<file path="src/hw/rtl/lap_pkg.sv">
// Shared types, constants and arithmetic helpers for the allpass phaser.
package lap_pkg;

    localparam int SIG_W  = 24;
    localparam int MA_W   = 25;
    localparam int MB_W   = 18;
    localparam int PROD_W = 43;
    localparam int RND_W  = 28;
    localparam int STG_W  = 5;
    localparam int CNT_W  = 5;
    localparam int DIV_STEPS = 31;

    localparam logic [15:0] FREQ_CLAMP = 16'd32112;
    localparam logic [15:0] SIN_A = 16'd51472;
    localparam logic [15:0] SIN_B = 16'd21024;
    localparam logic [15:0] SIN_C = 16'd2320;

    localparam logic [2:0] REG_PHASE_STEP    = 3'd0;
    localparam logic [2:0] REG_FREQ_LOW      = 3'd1;
    localparam logic [2:0] REG_FREQ_SPAN     = 3'd2;
    localparam logic [2:0] REG_FEEDBACK_GAIN = 3'd3;
    localparam logic [2:0] REG_WET_GAIN      = 3'd4;
    localparam logic [2:0] REG_DRY_GAIN      = 3'd5;
    localparam logic [2:0] REG_STAGES_USED   = 3'd6;
    localparam logic [2:0] REG_CHANNELS_USED = 3'd7;

    localparam logic [1:0] SEL_LFO = 2'd0;
    localparam logic [1:0] SEL_SN  = 2'd1;
    localparam logic [1:0] SEL_CS  = 2'd2;

    typedef enum logic [4:0] {
        OP_NOP, OP_LOAD, OP_SX, OP_M1, OP_M2, OP_M3, OP_M4, OP_SY, OP_FREQ,
        OP_DINIT, OP_DSTEP, OP_DEND, OP_FB, OP_V, OP_SA, OP_SYST, OP_SB,
        OP_SW, OP_FBW, OP_MIX, OP_OUT
    } op_t;

    typedef enum logic [4:0] {
        S_IDLE, S_SX, S_M1, S_M2, S_M3, S_M4, S_SY, S_FREQ, S_DINIT, S_DSTEP,
        S_DEND, S_FB, S_V, S_SA, S_SYST, S_SB, S_SW, S_FBW, S_MIX, S_OUT
    } state_t;

    typedef struct packed {
        op_t              op;
        logic [1:0]       sel;
        logic [STG_W-1:0] stage;
    } cmd_t;

    typedef struct packed {
        logic frame_start;
        logic out_free;
    } status_t;

    typedef struct packed {
        logic [31:0]        phase_step;
        logic [14:0]        freq_low;
        logic [14:0]        freq_span;
        logic signed [15:0] feedback_gain;
        logic [15:0]        wet_gain;
        logic [15:0]        dry_gain;
        logic [3:0]         stages_used;
        logic [1:0]         channels_used;
    } cfg_t;

    function automatic logic signed [RND_W-1:0] rnd15(input logic signed [PROD_W-1:0] p);
        logic signed [PROD_W-1:0] t;
        t = p + PROD_W'(16384);
        return t[PROD_W-1:15];
    endfunction

    function automatic logic signed [SIG_W-1:0] sat24(input logic signed [RND_W:0] v);
        logic signed [SIG_W-1:0] r;
        if (v > $signed((RND_W+1)'(24'h7FFFFF)))
            r = 24'sh7FFFFF;
        else if (v < -$signed((RND_W+1)'(24'h800000)))
            r = 24'sh800000;
        else
            r = v[SIG_W-1:0];
        return r;
    endfunction

endpackage

</file>
<file path="src/hw/rtl/lap_ctrl.sv">
// Sequencer for the phaser: frame setup, divider steps, stage loop, output.
module lap_ctrl #(
    parameter int MAX_STAGES = 8
) (
    input  logic                clk,
    input  logic                rst_n,
    input  logic                in_valid,
    output logic                in_ready,
    input  logic [3:0]          stages_used,
    input  lap_pkg::status_t    status,
    output lap_pkg::cmd_t       cmd
);

    lap_pkg::state_t state_reg, state_next;
    logic [1:0] sel_reg, sel_next;
    logic [lap_pkg::STG_W-1:0] stage_reg, stage_next;
    logic [lap_pkg::CNT_W-1:0] cnt_reg, cnt_next;
    logic [lap_pkg::STG_W-1:0] last_stage;
    logic [5:0] su_ext;

    always_comb
    begin
        su_ext = {2'b00, stages_used};
        if (su_ext == 6'd0)
            last_stage = '0;
        else if (su_ext > 6'(MAX_STAGES))
            last_stage = lap_pkg::STG_W'(MAX_STAGES - 1);
        else
            last_stage = lap_pkg::STG_W'(su_ext - 6'd1);
    end

    always_ff @(posedge clk or negedge rst_n)
    begin
        if (!rst_n)
        begin
            state_reg <= lap_pkg::S_IDLE;
            sel_reg   <= lap_pkg::SEL_LFO;
            stage_reg <= '0;
            cnt_reg   <= '0;
        end
        else
        begin
            state_reg <= state_next;
            sel_reg   <= sel_next;
            stage_reg <= stage_next;
            cnt_reg   <= cnt_next;
        end
    end

    always_comb
    begin
        state_next = state_reg;
        sel_next   = sel_reg;
        stage_next = stage_reg;
        cnt_next   = cnt_reg;
        unique case (state_reg)
            lap_pkg::S_IDLE:
            begin
                if (in_valid)
                begin
                    sel_next   = lap_pkg::SEL_LFO;
                    stage_next = '0;
                    state_next = status.frame_start ? lap_pkg::S_SX : lap_pkg::S_FB;
                end
            end
            lap_pkg::S_SX: state_next = lap_pkg::S_M1;
            lap_pkg::S_M1: state_next = lap_pkg::S_M2;
            lap_pkg::S_M2: state_next = lap_pkg::S_M3;
            lap_pkg::S_M3: state_next = lap_pkg::S_M4;
            lap_pkg::S_M4: state_next = lap_pkg::S_SY;
            lap_pkg::S_SY:
            begin
                priority if (sel_reg == lap_pkg::SEL_LFO)
                    state_next = lap_pkg::S_FREQ;
                else if (sel_reg == lap_pkg::SEL_SN)
                begin
                    sel_next   = lap_pkg::SEL_CS;
                    state_next = lap_pkg::S_SX;
                end
                else
                    state_next = lap_pkg::S_DINIT;
            end
            lap_pkg::S_FREQ:
            begin
                sel_next   = lap_pkg::SEL_SN;
                state_next = lap_pkg::S_SX;
            end
            lap_pkg::S_DINIT:
            begin
                cnt_next   = '0;
                state_next = lap_pkg::S_DSTEP;
            end
            lap_pkg::S_DSTEP:
            begin
                cnt_next = cnt_reg + 1'b1;
                if (cnt_reg == lap_pkg::CNT_W'(lap_pkg::DIV_STEPS - 1))
                    state_next = lap_pkg::S_DEND;
            end
            lap_pkg::S_DEND: state_next = lap_pkg::S_FB;
            lap_pkg::S_FB:   state_next = lap_pkg::S_V;
            lap_pkg::S_V:    state_next = lap_pkg::S_SA;
            lap_pkg::S_SA:   state_next = lap_pkg::S_SYST;
            lap_pkg::S_SYST: state_next = lap_pkg::S_SB;
            lap_pkg::S_SB:   state_next = lap_pkg::S_SW;
            lap_pkg::S_SW:
            begin
                if (stage_reg == last_stage)
                    state_next = lap_pkg::S_FBW;
                else
                begin
                    stage_next = stage_reg + 1'b1;
                    state_next = lap_pkg::S_SA;
                end
            end
            lap_pkg::S_FBW: state_next = lap_pkg::S_MIX;
            lap_pkg::S_MIX: state_next = lap_pkg::S_OUT;
            lap_pkg::S_OUT:
            begin
                if (status.out_free)
                    state_next = lap_pkg::S_IDLE;
            end
            default: state_next = lap_pkg::S_IDLE;
        endcase
    end

    always_comb
    begin
        in_ready  = (state_reg == lap_pkg::S_IDLE);
        cmd.sel   = sel_reg;
        cmd.stage = stage_reg;
        unique case (state_reg)
            lap_pkg::S_IDLE:  cmd.op = in_valid ? lap_pkg::OP_LOAD : lap_pkg::OP_NOP;
            lap_pkg::S_SX:    cmd.op = lap_pkg::OP_SX;
            lap_pkg::S_M1:    cmd.op = lap_pkg::OP_M1;
            lap_pkg::S_M2:    cmd.op = lap_pkg::OP_M2;
            lap_pkg::S_M3:    cmd.op = lap_pkg::OP_M3;
            lap_pkg::S_M4:    cmd.op = lap_pkg::OP_M4;
            lap_pkg::S_SY:    cmd.op = lap_pkg::OP_SY;
            lap_pkg::S_FREQ:  cmd.op = lap_pkg::OP_FREQ;
            lap_pkg::S_DINIT: cmd.op = lap_pkg::OP_DINIT;
            lap_pkg::S_DSTEP: cmd.op = lap_pkg::OP_DSTEP;
            lap_pkg::S_DEND:  cmd.op = lap_pkg::OP_DEND;
            lap_pkg::S_FB:    cmd.op = lap_pkg::OP_FB;
            lap_pkg::S_V:     cmd.op = lap_pkg::OP_V;
            lap_pkg::S_SA:    cmd.op = lap_pkg::OP_SA;
            lap_pkg::S_SYST:  cmd.op = lap_pkg::OP_SYST;
            lap_pkg::S_SB:    cmd.op = lap_pkg::OP_SB;
            lap_pkg::S_SW:    cmd.op = lap_pkg::OP_SW;
            lap_pkg::S_FBW:   cmd.op = lap_pkg::OP_FBW;
            lap_pkg::S_MIX:   cmd.op = lap_pkg::OP_MIX;
            lap_pkg::S_OUT:   cmd.op = status.out_free ? lap_pkg::OP_OUT : lap_pkg::OP_NOP;
            default:          cmd.op = lap_pkg::OP_NOP;
        endcase
    end

endmodule

</file>
<file path="src/hw/rtl/lap_dp.sv">
// Datapath: shared multiplier, sine/divider registers, allpass state, output register.
module lap_dp #(
    parameter int MAX_STAGES  = 8,
    parameter int CHANNELS    = 2,
    parameter int SAMPLE_BITS = 16
) (
    input  logic                          clk,
    input  logic                          rst_n,
    input  lap_pkg::cmd_t                 cmd,
    input  lap_pkg::cfg_t                 cfg,
    input  logic signed [SAMPLE_BITS-1:0] sample_in,
    input  logic                          out_ready,
    output lap_pkg::status_t              status,
    output logic                          out_valid,
    output logic [SAMPLE_BITS-1:0]        sample_out,
    output logic                          channel_index
);

    localparam int CH_W = (CHANNELS > 1) ? $clog2(CHANNELS) : 1;
    localparam int NAP  = MAX_STAGES * CHANNELS;
    localparam int AP_W = (NAP > 1) ? $clog2(NAP) : 1;
    localparam int IDX_W = lap_pkg::STG_W + 4;
    localparam int SMAX = (1 << (SAMPLE_BITS - 1)) - 1;

    logic [31:0]               phase_reg;
    logic [CH_W-1:0]           chan_cnt_reg;
    logic [CH_W-1:0]           ch_reg;
    logic signed [16:0]        alpha_reg;
    logic signed [SAMPLE_BITS-1:0] x_in_reg;
    logic [15:0]               x_reg;
    logic                      neg_reg;
    logic [15:0]               x2_reg;
    logic signed [lap_pkg::PROD_W-1:0] p_reg;
    logic signed [16:0]        sn_reg;
    logic signed [16:0]        cs_reg;
    logic [14:0]               f_reg;
    logic [16:0]               rem_reg;
    logic [30:0]               qn_reg;
    logic                      dsign_reg;
    logic [16:0]               den_reg;
    logic signed [lap_pkg::SIG_W-1:0] v_reg;
    logic signed [lap_pkg::SIG_W-1:0] y_reg;
    logic signed [lap_pkg::SIG_W-1:0] ap_reg [NAP];
    logic signed [lap_pkg::SIG_W-1:0] fb_reg [CHANNELS];
    logic                      out_valid_reg;
    logic [SAMPLE_BITS-1:0]    out_data_reg;
    logic                      out_ch_reg;

    logic [3:0]                nch;
    logic [CH_W-1:0]           ch_now;
    logic [3:0]                ch_inc;
    logic [31:0]               src_ph;
    logic [15:0]               x_fold;
    logic [15:0]               p_mid;
    logic signed [16:0]        y17;
    logic signed [17:0]        s18;
    logic [15:0]               u16;
    logic [15:0]               fsum;
    logic signed [17:0]        diff;
    logic [16:0]               mag;
    logic [17:0]               rem_sh;
    logic                      qbit;
    logic [IDX_W-1:0]          idx_wide;
    logic [AP_W-1:0]           ap_idx;
    logic signed [lap_pkg::MA_W-1:0] ma;
    logic signed [lap_pkg::MB_W-1:0] mb;
    logic signed [lap_pkg::PROD_W-1:0] prod;
    logic                      mul_en;
    logic signed [lap_pkg::RND_W-1:0] r28;
    logic signed [lap_pkg::SIG_W-1:0] y_new;
    logic signed [lap_pkg::SIG_W-1:0] st_new;
    logic signed [lap_pkg::SIG_W-1:0] v_new;
    logic [SAMPLE_BITS-1:0]    mix_sat;

    always_comb
    begin
        if (cfg.channels_used == 2'd0)
            nch = 4'd1;
        else if ({2'b00, cfg.channels_used} > 4'(CHANNELS))
            nch = 4'(CHANNELS);
        else
            nch = {2'b00, cfg.channels_used};
        ch_now = ({{(4 > CH_W ? 4 - CH_W : 0){1'b0}}, chan_cnt_reg} >= nch) ? '0 : chan_cnt_reg;
        ch_inc = 4'(ch_now) + 4'd1;
        status.frame_start = (ch_now == '0);
        status.out_free = !out_valid_reg || out_ready;
    end

    always_comb
    begin
        priority if (cmd.sel == lap_pkg::SEL_LFO)
            src_ph = phase_reg;
        else if (cmd.sel == lap_pkg::SEL_SN)
            src_ph = {2'b00, f_reg, 15'd0};
        else
            src_ph = {2'b01, f_reg, 15'd0};
        x_fold = src_ph[30] ? (16'd32768 - {1'b0, src_ph[29:15]}) : {1'b0, src_ph[29:15]};
        p_mid = p_reg[30:15];
        y17 = neg_reg ? -$signed({1'b0, p_mid}) : $signed({1'b0, p_mid});
        s18 = 18'(y17) + 18'sd32768;
        u16 = s18[16:1];
        fsum = {1'b0, cfg.freq_low} + p_mid;
        diff = 18'(sn_reg) - 18'(cs_reg);
        mag = diff[17] ? 17'(-diff) : 17'(diff);
        rem_sh = {rem_reg, qn_reg[30]};
        qbit = (rem_sh >= {1'b0, den_reg});
        idx_wide = IDX_W'(cmd.stage) * IDX_W'(CHANNELS) + IDX_W'(ch_reg);
        ap_idx = idx_wide[AP_W-1:0];
        r28 = lap_pkg::rnd15(p_reg);
        y_new = lap_pkg::sat24(29'(r28) + 29'(ap_reg[ap_idx]));
        st_new = lap_pkg::sat24(29'(v_reg) - 29'(r28));
        v_new = lap_pkg::sat24(29'(x_in_reg) + 29'(r28));
        if (r28 > $signed(lap_pkg::RND_W'(SMAX)))
            mix_sat = SAMPLE_BITS'(SMAX);
        else if (r28 < -$signed(lap_pkg::RND_W'(SMAX)) - 1)
            mix_sat = SAMPLE_BITS'(-SMAX - 1);
        else
            mix_sat = r28[SAMPLE_BITS-1:0];
    end

    always_comb
    begin
        mul_en = 1'b1;
        ma = '0;
        mb = '0;
        unique case (cmd.op)
            lap_pkg::OP_M1:
            begin
                ma = $signed({9'd0, x_reg});
                mb = $signed({2'd0, x_reg});
            end
            lap_pkg::OP_M2:
            begin
                ma = $signed({9'd0, p_mid});
                mb = $signed({2'd0, lap_pkg::SIN_C});
            end
            lap_pkg::OP_M3:
            begin
                ma = $signed({9'd0, x2_reg});
                mb = $signed({2'd0, lap_pkg::SIN_B - p_mid});
            end
            lap_pkg::OP_M4:
            begin
                ma = $signed({9'd0, x_reg});
                mb = $signed({2'd0, lap_pkg::SIN_A - p_mid});
            end
            lap_pkg::OP_SY:
            begin
                mul_en = (cmd.sel == lap_pkg::SEL_LFO);
                ma = $signed({9'd0, u16});
                mb = $signed({3'd0, cfg.freq_span});
            end
            lap_pkg::OP_FB:
            begin
                ma = lap_pkg::MA_W'(fb_reg[ch_reg]);
                mb = lap_pkg::MB_W'(cfg.feedback_gain);
            end
            lap_pkg::OP_SA:
            begin
                ma = lap_pkg::MA_W'(v_reg);
                mb = lap_pkg::MB_W'(alpha_reg);
            end
            lap_pkg::OP_SB:
            begin
                ma = lap_pkg::MA_W'(y_reg);
                mb = lap_pkg::MB_W'(alpha_reg);
            end
            lap_pkg::OP_FBW:
            begin
                ma = lap_pkg::MA_W'(x_in_reg);
                mb = $signed({2'd0, cfg.dry_gain});
            end
            lap_pkg::OP_MIX:
            begin
                ma = lap_pkg::MA_W'(v_reg);
                mb = $signed({2'd0, cfg.wet_gain});
            end
            default: mul_en = 1'b0;
        endcase
        prod = lap_pkg::PROD_W'(ma) * lap_pkg::PROD_W'(mb);
    end

    always_ff @(posedge clk or negedge rst_n)
    begin
        if (!rst_n)
        begin
            phase_reg     <= '0;
            chan_cnt_reg  <= '0;
            out_valid_reg <= 1'b0;
            for (int i = 0; i < NAP; i++)
                ap_reg[i] <= '0;
            for (int i = 0; i < CHANNELS; i++)
                fb_reg[i] <= '0;
        end
        else
        begin
            if (cmd.op == lap_pkg::OP_OUT)
                out_valid_reg <= 1'b1;
            else if (out_valid_reg && out_ready)
                out_valid_reg <= 1'b0;
            unique case (cmd.op)
                lap_pkg::OP_LOAD:
                    chan_cnt_reg <= (ch_inc >= nch) ? '0 : CH_W'(ch_inc);
                lap_pkg::OP_DEND:
                    phase_reg <= phase_reg + cfg.phase_step;
                lap_pkg::OP_SW:
                    ap_reg[ap_idx] <= st_new;
                lap_pkg::OP_FBW:
                    fb_reg[ch_reg] <= v_reg;
                default: ;
            endcase
        end
    end

    always_ff @(posedge clk)
    begin
        if (mul_en)
            p_reg <= (cmd.op == lap_pkg::OP_MIX) ? p_reg + prod : prod;
        unique case (cmd.op)
            lap_pkg::OP_LOAD:
            begin
                x_in_reg <= sample_in;
                ch_reg   <= ch_now;
            end
            lap_pkg::OP_SX:
            begin
                x_reg   <= x_fold;
                neg_reg <= src_ph[31];
            end
            lap_pkg::OP_M2:
                x2_reg <= p_mid;
            lap_pkg::OP_SY:
            begin
                if (cmd.sel == lap_pkg::SEL_SN)
                    sn_reg <= y17;
                if (cmd.sel == lap_pkg::SEL_CS)
                    cs_reg <= y17;
            end
            lap_pkg::OP_FREQ:
                f_reg <= (fsum > lap_pkg::FREQ_CLAMP) ? lap_pkg::FREQ_CLAMP[14:0] : fsum[14:0];
            lap_pkg::OP_DINIT:
            begin
                rem_reg   <= '0;
                qn_reg    <= {mag[15:0], 15'd0};
                dsign_reg <= diff[17];
                den_reg   <= 17'(sn_reg + cs_reg);
            end
            lap_pkg::OP_DSTEP:
            begin
                rem_reg <= qbit ? 17'(rem_sh - {1'b0, den_reg}) : rem_sh[16:0];
                qn_reg  <= {qn_reg[29:0], qbit};
            end
            lap_pkg::OP_DEND:
                alpha_reg <= dsign_reg ? -$signed(qn_reg[16:0]) : $signed(qn_reg[16:0]);
            lap_pkg::OP_V:
                v_reg <= v_new;
            lap_pkg::OP_SYST:
                y_reg <= y_new;
            lap_pkg::OP_SW:
                v_reg <= y_reg;
            lap_pkg::OP_OUT:
            begin
                out_data_reg <= mix_sat;
                out_ch_reg   <= ch_reg[0];
            end
            default: ;
        endcase
    end

    assign out_valid     = out_valid_reg;
    assign sample_out    = out_data_reg;
    assign channel_index = out_ch_reg;

endmodule

</file>
<file path="src/hw/rtl/lfo_allpass_phaser.sv">
// Top level of the LFO-swept allpass phaser: config registers, sequencer, datapath.
//  channel  dir  signals                          payload
//  s_axis   in   s_tvalid s_tready s_tdata        sample_in
//  m_axis   out  m_tvalid m_tready m_tdata m_tuser sample_out, channel_index
//  cfg      in   cfg_valid cfg_ready cfg_addr cfg_data  register write
// The first channel of a frame adds three sine evaluations on the shared multiplier
// and a 31-step divider.
// Reset clears LFO phase, channel count, allpass and feedback state.
// A stalled output holds one result while the next item is already being worked on.
module lfo_allpass_phaser #(
    parameter int MAX_STAGES  = 8,
    parameter int CHANNELS    = 2,
    parameter int SAMPLE_BITS = 16
) (
    input  logic                                 clk,
    input  logic                                 rst_n,
    input  logic                                 s_tvalid,
    output logic                                 s_tready,
    input  logic [((SAMPLE_BITS+7)/8)*8-1:0]     s_tdata,   // sample_in
    output logic                                 m_tvalid,
    input  logic                                 m_tready,
    output logic [((SAMPLE_BITS+7)/8)*8-1:0]     m_tdata,   // sample_out
    output logic                                 m_tuser,   // channel_index
    input  logic                                 cfg_valid,
    output logic                                 cfg_ready,
    input  logic [2:0]                           cfg_addr,
    input  logic [31:0]                          cfg_data
);

    localparam int TD_W = ((SAMPLE_BITS + 7) / 8) * 8;

    lap_pkg::cfg_t    cfg_reg;
    lap_pkg::cmd_t    cmd;
    lap_pkg::status_t status;
    logic [SAMPLE_BITS-1:0] sample_out;

    assign cfg_ready = 1'b1;

    always_ff @(posedge clk or negedge rst_n)
    begin
        if (!rst_n)
        begin
            cfg_reg.phase_step    <= 32'd44739;
            cfg_reg.freq_low      <= 15'd601;
            cfg_reg.freq_span     <= 15'd1584;
            cfg_reg.feedback_gain <= 16'sd16384;
            cfg_reg.wet_gain      <= 16'd16384;
            cfg_reg.dry_gain      <= 16'd16384;
            cfg_reg.stages_used   <= 4'd4;
            cfg_reg.channels_used <= 2'd2;
        end
        else if (cfg_valid)
        begin
            unique case (cfg_addr)
                lap_pkg::REG_PHASE_STEP:    cfg_reg.phase_step    <= cfg_data;
                lap_pkg::REG_FREQ_LOW:      cfg_reg.freq_low      <= cfg_data[14:0];
                lap_pkg::REG_FREQ_SPAN:     cfg_reg.freq_span     <= cfg_data[14:0];
                lap_pkg::REG_FEEDBACK_GAIN: cfg_reg.feedback_gain <= cfg_data[15:0];
                lap_pkg::REG_WET_GAIN:      cfg_reg.wet_gain      <= cfg_data[15:0];
                lap_pkg::REG_DRY_GAIN:      cfg_reg.dry_gain      <= cfg_data[15:0];
                lap_pkg::REG_STAGES_USED:   cfg_reg.stages_used   <= cfg_data[3:0];
                lap_pkg::REG_CHANNELS_USED: cfg_reg.channels_used <= cfg_data[1:0];
                default: ;
            endcase
        end
    end

    lap_ctrl #(
        .MAX_STAGES (MAX_STAGES)
    ) u_ctrl (
        .clk         (clk),
        .rst_n       (rst_n),
        .in_valid    (s_tvalid),
        .in_ready    (s_tready),
        .stages_used (cfg_reg.stages_used),
        .status      (status),
        .cmd         (cmd)
    );

    lap_dp #(
        .MAX_STAGES  (MAX_STAGES),
        .CHANNELS    (CHANNELS),
        .SAMPLE_BITS (SAMPLE_BITS)
    ) u_dp (
        .clk           (clk),
        .rst_n         (rst_n),
        .cmd           (cmd),
        .cfg           (cfg_reg),
        .sample_in     (s_tdata[SAMPLE_BITS-1:0]),
        .out_ready     (m_tready),
        .status        (status),
        .out_valid     (m_tvalid),
        .sample_out    (sample_out),
        .channel_index (m_tuser)
    );

    assign m_tdata = TD_W'(sample_out);

endmodule
</file>
<file path="config.mk">
export PLATFORM = sky130hd
export DESIGN_NAME = lfo_allpass_phaser
export DESIGN_NICKNAME = d
export VERILOG_FILES = /design/src/hw/rtl/lap_pkg.sv /design/src/hw/rtl/lap_ctrl.sv /design/src/hw/rtl/lap_dp.sv /design/src/hw/rtl/lfo_allpass_phaser.sv
export SDC_FILE = /design/constraint.sdc
export NUM_CORES = 2
export LEC_CHECK = 0
export ABC_AREA = 1
export BUFFER_PORTS_ARGS = -buffer_cell sky130_fd_sc_hd__buf_2
export CORE_MARGIN = 5
export CORE_UTILIZATION = 55
export CTS_CLUSTER_SIZE = 12
export DETAILED_ROUTE_END_ITERATION = 12
export PLACE_DENSITY = 0.79
export SLEW_MARGIN = 20
export SYNTH_ARGS = -nofsm -noshare
export SYNTH_HDL_FRONTEND = slang
export SYNTH_SLANG_ARGS = --single-unit
</file>
<file path="constraint.sdc">
create_clock -name clk -period 10.5 [get_ports clk]
set_clock_uncertainty 0.1 [all_clocks]
set_input_delay 0 -clock clk [delete_from_list [all_inputs] [get_ports clk]]
set_output_delay 0 -clock clk [all_outputs]
set_load 0.02 [all_outputs]
</file>
==> reports/results.txt <==
The run finished, with violations left. The checks that failed: hold timing. The die footprint is 136000 um^2, and the highest net fanout along the worst path is 5.

The flip-flop count of the largest register after layout was 384; the post-placement setup slack was -0.371 ns. Entering global routing, the biggest net connects 183 pins. At the pin with the least slew margin, the transition time is 1.21 ns. The kind of critical path is register to register. The deepest level of the CTS H-tree was 3. The fraction of synthesis flops using an asynchronous set or reset pin works out to 0.673. The max-cap violation count came out at 0. The Yosys step of the flow raised 0 warnings.

The category of the worst setup path capture point was a register. The worst hold margin is -0.00461 ns. Cell with the biggest individual delay on the critical path: fa_1. The top cell types in the final layout, fill and taps aside, are 2997 x nand2_1, 1342 x inv_1, 603 x nor2_1, 574 x dfrtp_1, 494 x buf_4. Net count of the mapped netlist: 10000. In this run the horizontal extent of the chip is 368 um. The global-route wire length before repair was 387 mm. TritonCTS built the clock tree.

The cell sitting at the root of the clock tree is a clkbuf_16. For the number of buffers created by CTS, the log shows 97. The signed area change from the synthesized netlist to the final layout was 14.2%.

In the routed design, unresolved DRC markers number 0. The final cycle utilization of the critical path came out at 0.971. The worst setup path is launched from a register. Utilization of the core after routing: 0.632. After global routing the overflow that remains totals 0.

Summing all flip-flop and latch instances after layout gives 23700 um^2. The logs give 10500 for the number of nets in the layout and 0.193 for the relative max-transition margin. For the iteration count of the initial detailed-routing pass, the log shows 6.

Counting every sink on the clock net gives 888. Worst hold path class: input port to register. The logs give 197 mm for the total half-perimeter wirelength after legalization and detailed placement and 72 for the number of unique standard cell types used by synthesis. For this run, the top clock speed supported by timing is 98.1 MHz.

The multi-input gate area in the final layout is 40800 um^2. For the total core area, the log shows 128000 um^2. The average wire length per cell after detail routing was 22.4 um; the total routing usage reported by global routing was 0.372.

The cell count after synthesis came out at 9161. The tools report the final-layout fill cell count as 10900. The die outline height works out to 368 um.

The weighted congestion reported at the end of routability-driven placement was 1.04; the via density per instance was 5.77. Starting density of the core: 0.554. Worst-case setup margin in the final layout: 0.301 ns. Leading area contributor after synthesis: dfrtp_1.

After the first detailed-routing iteration, the DRC count stood at 7265. The number of antenna violations at the first check in global routing was 16; the synthesis-stage register bit count was 888. The run gives 10.58 ns as the critical path arrival. The predominant post-synthesis flop cell was dfrtp_1. Via count of the first global-routing pass: 64400. Together, buffers and inverters on the worst path number 14. The count of buffers added on input and output ports is 74.

The share of cells above drive strength 1 is 0.109. In this run the count of I/O pins placed on the die edge is 76. The kind of cell adding the most delay to the critical path was adder cells. Sequential-to-total area share from yosys stat: 0.336. For the worst setup path, the data required time is 10.88 ns. By area the synthesized netlist is led by dfrtp_1 20%, nand2_1 16%, fa_1 12%.

For the worst-skew pair, the clock arrives at the later sink with an insertion delay of 0.75 ns. After clock tree synthesis, the clock-pin slew on the worst setup and hold paths is 0.06 ns. The logs give 1 for the hold violation total from the final report and 0 for the total of endpoints with negative setup slack in the final report. The largest stage delay on the critical path came out at 0.58 ns. The floorplan has 131 rows. The area fraction of the dominant cell type after synthesis is 0.204, and the routed wire length is 255 mm.

The most frequent standard cell in the layout excluding fill and tap cells was nand2_1. The logs give 3 for the worst-case clock buffer depth and 0 for the antenna violation net count after detailed routing. The tools report the final count of pins violating max slew as 0. The synthesized netlist occupies a cell area of 70600 um^2. The mean cell area of the mapped netlist came out at 7.71 um^2. The overall via count from detail_route is 65600, and the final critical delay including setup and external delays is 10.20 ns. The number of synthesized flops with an enable pin came out at 290.

Setup repair after global routing could not meet its margin everywhere.
==> cells in the mapped netlist, types with 10 or more instances <==
library cell / n
dfrtp_1: 575
a21oi_1: 391
xnor2_1: 80
nand2_1: 3004
nor4_1: 20
a21o_1: 25
mux2_2: 16
xor2_1: 164
a31oi_1: 45
nand4_1: 66
o2111a_1: 16
nand2_2: 35
nor2_2: 20
nand3_1: 271
a22o_1: 10
dfstp_2: 23
o22ai_1: 131
inv_2: 33
o211ai_1: 17
o31ai_1: 10
o21ai_0: 456
inv_1: 1353
nand3b_1: 11
a22oi_1: 71
ha_1: 349
buf_2: 99
nor2_1: 637
nor3_1: 65
a221oi_1: 19
o21bai_1: 24
nand2_4: 22
edfxtp_1: 290
a211oi_1: 12
or2_2: 37
clkbuf_1: 166
buf_1: 18
buf_6: 27
and2_1: 10
o21a_1: 13
fa_1: 440
==> cells by family after synthesis <==
kind of cell | count (synthesis) | synth area share
AOI/OAI and AO/OA | 1280 | 0.105
buffers and inverters | 1707 | 0.0960
xor gates and xnor gates | 246 | 0.0307
and+or+nand+nor | 4232 | 0.243
muxes | 18 | 0.00284
DFF | 888 | 0.336
adders and majority gates | 789 | 0.187
other | 1 | 0.0000531
==> per-stage QoR <==
| step | hold WS [ns] | cells | setup TNS, ns | area, um^2 |
|---|---|---|---|---|
| final | -0.00461 | 11400 | 0 | 80600 |
| after floorplan | -0.396 | 9161 | 0 | 70600 |
| after CTS | 0.0568 | 11400 | 0 | 80000 |
| after global routing | 0.0343 | 11400 | -0.233 | 80600 |
| after detailed placement | -0.112 | 11100 | -4.02 | 75600 |
| after global placement | -0.118 | 11100 | -4.22 | 75600 |
==> routing by layer <==
layer,vias to the layer above,global-route usage,part of all wire
li1,29900,-,-
met1,31500,0.505,0.40
met2,3482,0.572,0.44
met3,686,0.0802,0.11
met4,10,0.177,0.059
met5,-,0,0.00023
==> final timing paths <==
path                                     startpoint             endpoint  slack [ns]  depth (start not counted)
worst max-delay path            u_ctrl.state_reg[0]       u_dp.p_reg[38]        0.30                         48
worst min-delay path                      cfg_valid          cfg_reg[52]      -0.005                          5
worst max register to register  u_ctrl.state_reg[0]       u_dp.p_reg[38]        0.30                         48
worst min register to register     u_dp.ap_reg[118]     u_dp.ap_reg[118]        0.38                          2
max in group asynchronous                     rst_n  u_ctrl.state_reg[4]        8.40                          5
min in group asynchronous                     rst_n          cfg_reg[99]        0.28                          3
==> repair_timing <==
item                                   in CTS  in global routing
setup buffers                               4                  7
hold buffers                               97                  0
endpoints found under the hold margin     575                  0
setup endpoints to repair                  20                 24
pin swaps                                   2                 18
gates resized for setup                    20                111
cloned                                      1                  0
==> area by class of cell <==
type                    instances  area share
clock inverters                33     0.00570
well taps                    1662      0.0258
diodes                          4    0.000124
clock buffers                 146      0.0345
repair buffers                688      0.0687
flip-flops and latches        888       0.294
inverters                    1392      0.0651
multi-input cells            6566       0.506
==> tightest hold or removal path: cells and delay by family <==
family / cells / cell delay [ns]
and+or+nand+nor: 2 / 0.52
buffers and inverters: 2 / 0.16
AOI/OAI and AO/OA: 1 / 0.15
Power is left out: the tool's default activity adds up to more than one toggle a clock period on the data nets, which glitch-free logic cannot reach.
